`src/design/hashed_pattern_histogram_assert.svh`:
```
// Assertion macros for the hashed pattern histogram.
// Used by the top level; expects i_clk and i_rst_n in scope.
`ifndef HASHED_PATTERN_HISTOGRAM_ASSERT_SVH
`define HASHED_PATTERN_HISTOGRAM_ASSERT_SVH
// Checked property, off while reset is low.
`define HPH_ASSERT(lbl, prop, msg) \
    lbl: assert property (@(posedge i_clk) disable iff (!i_rst_n) prop) else $error(msg);
// Checked property, also evaluated across reset.
`define HPH_ASSERT_RST(lbl, prop, msg) \
    lbl: assert property (@(posedge i_clk) prop) else $error(msg);
`endif

```
`src/design/hph_pkg.sv`:
```
// Shared constants, codes and types of the hashed pattern histogram.
// No dependencies; every design module and interface imports it.
package hph_pkg;
    localparam int TABLE_DEPTH = 1024;
    localparam int SLOT_W      = $clog2(TABLE_DEPTH);
    localparam int DENSE_WIDTH = 10;
    localparam int KEY_W       = 32;
    localparam int CNT_W       = 64;
    localparam int DIST_W      = $clog2(TABLE_DEPTH + 1);
    localparam int WID_W       = 6;
    localparam int FIFO_DEPTH  = 2;
    localparam int FPTR_W      = $clog2(FIFO_DEPTH);

    localparam logic [63:0] SM_GAMMA = 64'h9E3779B97F4A7C15;
    localparam logic [63:0] SM_MUL1  = 64'hBF58476D1CE4E5B9;
    localparam logic [63:0] SM_MUL2  = 64'h94D049BB133111EB;
    localparam logic [KEY_W-1:0] EMPTY_KEY = '1;
    localparam logic [DIST_W-1:0] DIST_MAX   = DIST_W'(TABLE_DEPTH);
    // A new key is refused once distinct + 1 would exceed three quarters.
    localparam logic [DIST_W-1:0] FULL_LIMIT = DIST_W'(TABLE_DEPTH * 3 / 4);

    typedef enum logic [1:0] {
        ACT_ADD = 2'd0, ACT_RD_SLOT = 2'd1, ACT_RD_SENT = 2'd2, ACT_NOP = 2'd3
    } t_action;

    typedef enum logic [1:0] {
        ST_OK = 2'd0, ST_NEW = 2'd1, ST_FULL = 2'd2, ST_RANGE = 2'd3
    } t_status;

    typedef enum logic [3:0] {
        K_DENSE_ADD, K_HASH_ADD, K_SENT_ADD, K_ADD_RANGE, K_DENSE_RD,
        K_HASH_RD, K_SENT_RD, K_SENT_DENSE, K_RD_RANGE, K_NOP
    } t_kind;

    typedef struct packed {
        t_kind              kind;
        logic [KEY_W-1:0]   gamma;
        logic [CNT_W-1:0]   weight;
        logic [SLOT_W-1:0]  slot;
    } t_entry;

    typedef enum logic [1:0] {F_IDLE, F_HASH, F_PUSH} t_front_state;
    typedef enum logic [0:0] {B_IDLE, B_EVAL} t_back_state;

    // Mode as seen by the front end.
    typedef struct packed {
        logic             dense;
        logic [WID_W-1:0] eff_width;
        logic             clearing;
    } t_mode;
endpackage

```
`src/design/hph_fifo.sv`:
```
// Short queue between the front end and the back end.
// Depends on hph_pkg.
module hph_fifo import hph_pkg::*; (
    input  logic   i_clk,
    input  logic   i_rst_n,
    input  logic   i_push,
    input  t_entry i_entry,
    input  logic   i_pop,
    output t_entry o_entry,
    output logic   o_full,
    output logic   o_empty
);
    t_entry              r_mem [FIFO_DEPTH];
    logic [FPTR_W-1:0]   r_wr, r_rd;
    logic [FPTR_W:0]     r_cnt;

    assign o_full  = (r_cnt == (FPTR_W+1)'(FIFO_DEPTH));
    assign o_empty = (r_cnt == '0);
    assign o_entry = r_mem[r_rd];

    always_ff @(posedge i_clk) begin
        if (!i_rst_n) begin
            r_wr  <= '0;
            r_rd  <= '0;
            r_cnt <= '0;
        end else begin
            if (i_push) r_wr <= r_wr + 1'b1;
            if (i_pop)  r_rd <= r_rd + 1'b1;
            r_cnt <= r_cnt + (FPTR_W+1)'(i_push) - (FPTR_W+1)'(i_pop);
        end
    end

    always_ff @(posedge i_clk) begin
        if (i_push) r_mem[r_wr] <= i_entry;
    end
endmodule

```
`config.mk`:
```
export PLATFORM = sky130hd
export DESIGN_NAME = hph_fifo
export DESIGN_NICKNAME = d
export VERILOG_FILES = /design/src/design/hashed_pattern_histogram_assert.svh /design/src/design/hph_pkg.sv /design/src/design/hph_fifo.sv
export SDC_FILE = /design/constraint.sdc
export NUM_CORES = 1
export LEC_CHECK = 0
export ABC_AREA = 0
export BUFFER_PORTS_ARGS = -buffer_cell sky130_fd_sc_hd__buf_4
export CORE_UTILIZATION = 35
export CTS_BUF_LIST = sky130_fd_sc_hd__clkbuf_4 sky130_fd_sc_hd__clkbuf_8
export CTS_CLUSTER_SIZE = 10
export DETAILED_ROUTE_END_ITERATION = 8
export GPL_ROUTABILITY_DRIVEN = 0
export HOLD_SLACK_MARGIN = 0.05
export PLACE_DENSITY_LB_ADDON = 0.05
export SETUP_SLACK_MARGIN = 0.2
export SLEW_MARGIN = 20
export SYNTH_ARGS = -nofsm -noshare
export SYNTH_HDL_FRONTEND = slang
export SYNTH_SLANG_ARGS = --single-unit
```
`constraint.sdc`:
```
create_clock -name i_clk -period 17.33 [get_ports i_clk]
set_input_delay 1.733 -clock i_clk [delete_from_list [all_inputs] [get_ports i_clk]]
set_output_delay 1.733 -clock i_clk [all_outputs]
set_load 0.05 [all_outputs]
```
# Word level (Yosys, flattened, before mapping)
# Memory sizes are Yosys's and may differ from the RTL's. A register that Yosys moved wholly into a read port is not among the register bits.
# Index checks and enable logic that the tools add are counted.
# word_totals
register_bits	4
mem_bits_rw	220
wordCells	14
n_memories	1
# mem_list
memory	depth	word_bits	read_ports	rd_clocked_by_memory_dff	wr	line_no	source
r_mem	2	110	1	1	1	hph_fifo.sv:13	t_entry r_mem [FIFO_DEPTH];
# op_classes
n_addsub	4
n_eq_ne	1
muxes	4
reduce_logical	1
# op_table
operator	n
$mux 1	4
$add 1x1->1 const B	2
$add 2x1->2	1
$eq 2x2->1 const B	1
$logic_not 2->1	1
$sub 2x1->2	1

# Longest topological paths before layout
# depth
depth_word	3
ltp_mapped	6

# Least setup slack after synthesis
# Ideal clock, no wire load.
# synth_timing
kind	in2reg
startpoint	input port i_push
endpoint	memory r_mem[0][0] (netlist name), enable pin
setup_ns	0.594
t_arrival_ns	6.543
t_required_ns	16.736
setup_slack_ns	10.193
cell_stages	1
path_buffers	0
cell_sequence	nor2b_1
# synth_via
elab_chain_cells	2
# synth_rtl
element	line_no	source
start: declaration	hph_fifo.sv:6	input logic i_push,
$mux 1	hph_fifo.sv:34	if (i_push) r_mem[r_wr] <= i_entry;
$mux 1 (implied by the code)	hph_fifo.sv:34	
end: declaration	hph_fifo.sv:13	
# Every way passes these cells.

==> impl_results.html <==
<table>
<tr><th>Metric</th><th>Value</th></tr>
<tr><th colspan="2">Run status</th></tr>
<tr><td>Outcome</td><td>completed</td></tr>
<tr><th colspan="2">Detailed routing</th></tr>
<tr><td>Pre-Repair DR Iteration Count</td><td>4</td></tr>
<tr><td>Violation count after the first detailed-route iteration</td><td>143</td></tr>
<tr><td>Uppermost layer routed</td><td>met4</td></tr>
<tr><td>Remaining number of nets flagged by the antenna check after routing</td><td>0</td></tr>
<tr><td>Post-DR vias/cell</td><td>approximately 4.4</td></tr>
<tr><td>DRC violations left</td><td>0</td></tr>
<tr><td>Average wire length per cell after detail routing</td><td>roughly 17 um</td></tr>
<tr><td>WL final</td><td>16660 um</td></tr>
<tr><td>DR WL met3</td><td>1452 um</td></tr>
<tr><td>Met1 routed wirelength after detailed routing</td><td>~7000 um</td></tr>
<tr><td>Via total after detailed routing</td><td>around 4200</td></tr>
<tr><td>Met2 wire length</td><td>7887 um</td></tr>
<tr><th colspan="2">Setup path</th></tr>
<tr><td>Crit path buf inv count</td><td>2</td></tr>
<tr><td>Start-to-end type of the worst setup path</td><td>flop to output port</td></tr>
<tr><td>Required time of the worst setup path</td><td>15600 ps</td></tr>
<tr><td>CP peak stage delay</td><td>780 ps</td></tr>
<tr><td>Cell with the largest stage delay on the worst path</td><td>buf_4</td></tr>
<tr><td>CP Capture Type</td><td>output port</td></tr>
<tr><td>Kind of cell adding the most delay to the critical path</td><td>buffers and inverters</td></tr>
<tr><td>Type of origin of the critical path</td><td>flop</td></tr>
<tr><td>Cell chain of the critical path</td><td>buf_4 -&gt; mux2_2 -&gt; buf_4</td></tr>
<tr><td>Maximum net fanout on the critical path</td><td>65</td></tr>
<tr><td>Cell seen most often among critical-path stages</td><td>buf_4</td></tr>
<tr><td>CP arrival</td><td>2780 ps</td></tr>
<tr><th colspan="2">STA</th></tr>
<tr><td>Relative slew slack</td><td>0.3775</td></tr>
<tr><td>Minimum clock period</td><td>4510 ps</td></tr>
<tr><td>Pin slew with the least headroom to its limit</td><td>933.8 ps</td></tr>
<tr><td>Smallest hold slack</td><td>566.7 ps</td></tr>
<tr><td>Share of the cycle needed by the critical path after routing</td><td>0.2603</td></tr>
<tr><td>Max-slew violation count</td><td>0</td></tr>
<tr><td>Setup repair after global routing missed its margin</td><td>no</td></tr>
<tr><td>Fin Clk Skew</td><td>between 7 and 8 ps</td></tr>
<tr><td>Setup TNS</td><td>0 ps</td></tr>
<tr><td>Hold violation count in the final report</td><td>0</td></tr>
<tr><td>Finish-stage setup viols</td><td>0</td></tr>
<tr><td>Upper clock frequency limit</td><td>approximately 220 MHz</td></tr>
<tr><th colspan="2">Global routing</th></tr>
<tr><td>Global-route wire length before repair</td><td>24700 um</td></tr>
<tr><td>Via count of the first global-routing pass</td><td>4425</td></tr>
<tr><td>Pin count of the biggest net entering global routing</td><td>66</td></tr>
<tr><td>Combined global-route utilization of all metal layers</td><td>0.1368</td></tr>
<tr><td>Antenna violations before repair</td><td>0</td></tr>
<tr><td>Aggregate global routing overflow</td><td>0</td></tr>
<tr><th colspan="2">Synthesis</th></tr>
<tr><td>Post-synthesis cell type with the largest combined area</td><td>edfxtp_1</td></tr>
<tr><td>Count of synthesis-stage warnings from yosys</td><td>0</td></tr>
<tr><td>Net count after synthesis</td><td>479</td></tr>
<tr><td>Cell types occupying the most area after synthesis</td><td>edfxtp_1 81%, mux2_2 15%, buf_6 1.5%, dfxtp_1 1.2%, and2_1 0.31%</td></tr>
<tr><td>Library cells used by synthesis</td><td>13</td></tr>
<tr><td>Mapped Cells</td><td>363</td></tr>
<tr><td>Share of the synthesized area in the top cell type</td><td>0.8057</td></tr>
<tr><td>Sequential fraction of the synthesis area</td><td>0.8179</td></tr>
<tr><td>Average size of a mapped cell</td><td>22.59 um2</td></tr>
<tr><td>Number of synthesized register bits</td><td>about 230</td></tr>
<tr><td>Area of the mapped netlist</td><td>0.008199 mm2</td></tr>
<tr><th colspan="2">Power</th></tr>
<tr><td>Peak supply drop</td><td>61.77 uV</td></tr>
<tr><td>Comb power frac</td><td>0.175</td></tr>
<tr><td>Switching share of power</td><td>0.2675</td></tr>
<tr><td>Relative contribution of sequential cells to total power</td><td>0.492</td></tr>
<tr><td>Leakage component of the power</td><td>4.059 nW</td></tr>
<tr><td>Internal power contribution</td><td>0.0009542 W</td></tr>
<tr><td>Power density over the cells</td><td>between 100 and 150 mW/mm2</td></tr>
<tr><td>Clock Power Share</td><td>0.333</td></tr>
<tr><td>Total net switching power</td><td>0.0003484 W</td></tr>
<tr><th colspan="2">Final layout</th></tr>
<tr><td>Most frequent cells in the layout</td><td>229 x buf_4, 220 x edfxtp_1, 110 x mux2_2</td></tr>
<tr><td>Fin cells</td><td>about 950</td></tr>
<tr><td>Most common cell after layout, fill and taps aside</td><td>buf_4</td></tr>
<tr><td>Final core utilization</td><td>0.4778</td></tr>
<tr><td>Fill cell instance count of the final layout</td><td>2022</td></tr>
<tr><td>Area growth from synthesis to layout</td><td>32.75%</td></tr>
<tr><td>Sequential cell area</td><td>0.006710 mm2</td></tr>
<tr><td>Number of nets in the finished design</td><td>738</td></tr>
<tr><td>Proportion of layout cells with a drive suffix above 1</td><td>0.6193</td></tr>
<tr><td>Multi-input logic area</td><td>0.001366 mm2</td></tr>
<tr><td>Inserted Diodes</td><td>0</td></tr>
<tr><th colspan="2">Clock tree</th></tr>
<tr><td>TritonCTS clock tree</td><td>done</td></tr>
<tr><td>Clock Root Buffer</td><td>clkbuf_8</td></tr>
<tr><td>Clock-pin transition on the worst setup and hold timing paths</td><td>50 ps</td></tr>
<tr><td>Post-CTS Setup Repair Bufs</td><td>0</td></tr>
<tr><td>H-Tree Depth</td><td>2</td></tr>
<tr><td>Clock Sinks</td><td>approximately 230</td></tr>
<tr><td>Clock latency at the later pin of the worst-skew pair</td><td>510 ps</td></tr>
<tr><td>CTS Buf Count</td><td>40</td></tr>
<tr><td>Resized cells post-CTS</td><td>0</td></tr>
<tr><td>Hold-fix buffer count after cts</td><td>0</td></tr>
<tr><td>Buffer depth of the longest clock path</td><td>3</td></tr>
<tr><th colspan="2">Floorplanning</th></tr>
<tr><td>Row Count</td><td>between 50 and 60</td></tr>
<tr><td>Core box area</td><td>0.02278 mm2</td></tr>
<tr><td>Height of the chip</td><td>155.1 um</td></tr>
<tr><td>Total die area</td><td>between 0.02 and 0.025 mm2</td></tr>
<tr><td>Count of pins on the block boundary</td><td>226</td></tr>
<tr><td>DIE WIDTH</td><td>155.1 um</td></tr>
<tr><td>Starting density of the core</td><td>0.3600</td></tr>
<tr><th colspan="2">Place</th></tr>
<tr><td>Post-detailed-placement half-perimeter wirelength</td><td>roughly 10000 um</td></tr>
<tr><td>Number of buffers added on ports</td><td>225</td></tr>
<tr><td>Cells after DPL</td><td>893</td></tr>
<tr><th colspan="2">Flow run</th></tr>
<tr><td>Max-cap violation count</td><td>0</td></tr>
<tr><th colspan="2">Hold path</th></tr>
<tr><td>Path class of the lowest-slack min-delay path</td><td>flop to flop</td></tr>
</table>
registers in the layout, summed over array words and instances (netlist names), named ones only:
register	cells
r_mem	220
r_wr	1
r_rd	1
r_cnt	2
logic make-up after synthesis:
kind of cell,after synthesis,synth area share
AND/OR/NAND/NOR,9,0.006560
buffers and inverters,14,0.01663
flip-flops,225,0.8179
multiplexers,110,0.1511
adder cells (fa/ha/maj),2,0.003052
AO/OA/AOI/OAI,1,0.0009160
XOR/XNOR,2,0.003815
power by group through the flow:
| stage | Combinational, W | Clock [W] | Sequential, W |
|---|---|---|---|
| after floorplan | 0.000160 | 0 | 0.000649 |
| after global placement | 0.000229 | 0 | 0.000651 |
| after detailed placement | 0.000231 | 0 | 0.000653 |
| after CTS | 0.000231 | 0.000454 | 0.000642 |
| after global routing | 0.000239 | 0.000476 | 0.000644 |
| final | 0.000228 | 0.000434 | 0.000641 |
routing by layer:
layer / track usage / vias up
met1: 0.1704 / 2044
met3: 0.05404 / 32
li1: - / 1956
met5: 0 / -
met4: 0.04856 / 0
met2: 0.2160 / 175
per-stage QoR:
stage / cell area [um2] / total power, W / worst slack (ps)
2_1_floorplan: 8199 / 0.0008092 / 10190
3_3_place_gp: 10190 / 0.0008799 / 13310
3_5_place_dp: 10190 / 0.0008832 / 13280
4_1_cts: 10880 / 0.001327 / 12710
5_1_grt: 10880 / 0.001358 / 12610
6_report: 10880 / 0.001303 / 12820
area by class of cell:
class	count	area share
clock inverter	7	0.002529
inverter	2	0.0006897
multi-input combinational	124	0.1255
sequential	225	0.6165
clock buffer	54	0.06081
tap	313	0.03598
timing repair buffer	229	0.1579
path summary, 6_finish.rpt:
kind              start            to  slack, ps  cells past startpoint
setup / recovery   flop    o_entry[9]      12820                      3
hold / removal     r_rd          flop        570                      2
setup reg to reg   r_wr  r_mem[1][99]      15050                      2
hold reg to reg    r_rd          flop        570                      2
synthesized netlist by cell type:
cell type	count
mux2_2	110
and2_1	4
edfxtp_1	220
xnor3_1	1
ha_1	2
dfxtp_1	5
o21a_1	1
xor2_1	1
nor2_1	1
inv_1	2
buf_2	1
buf_6	11
nor2b_1	4
worst reg2reg max path, stage by stage, from the launching register on:
cell     delay, ps
dfxtp_1        380
and2_4         650
buf_4          810
Power figures use the tool's default switching activity.
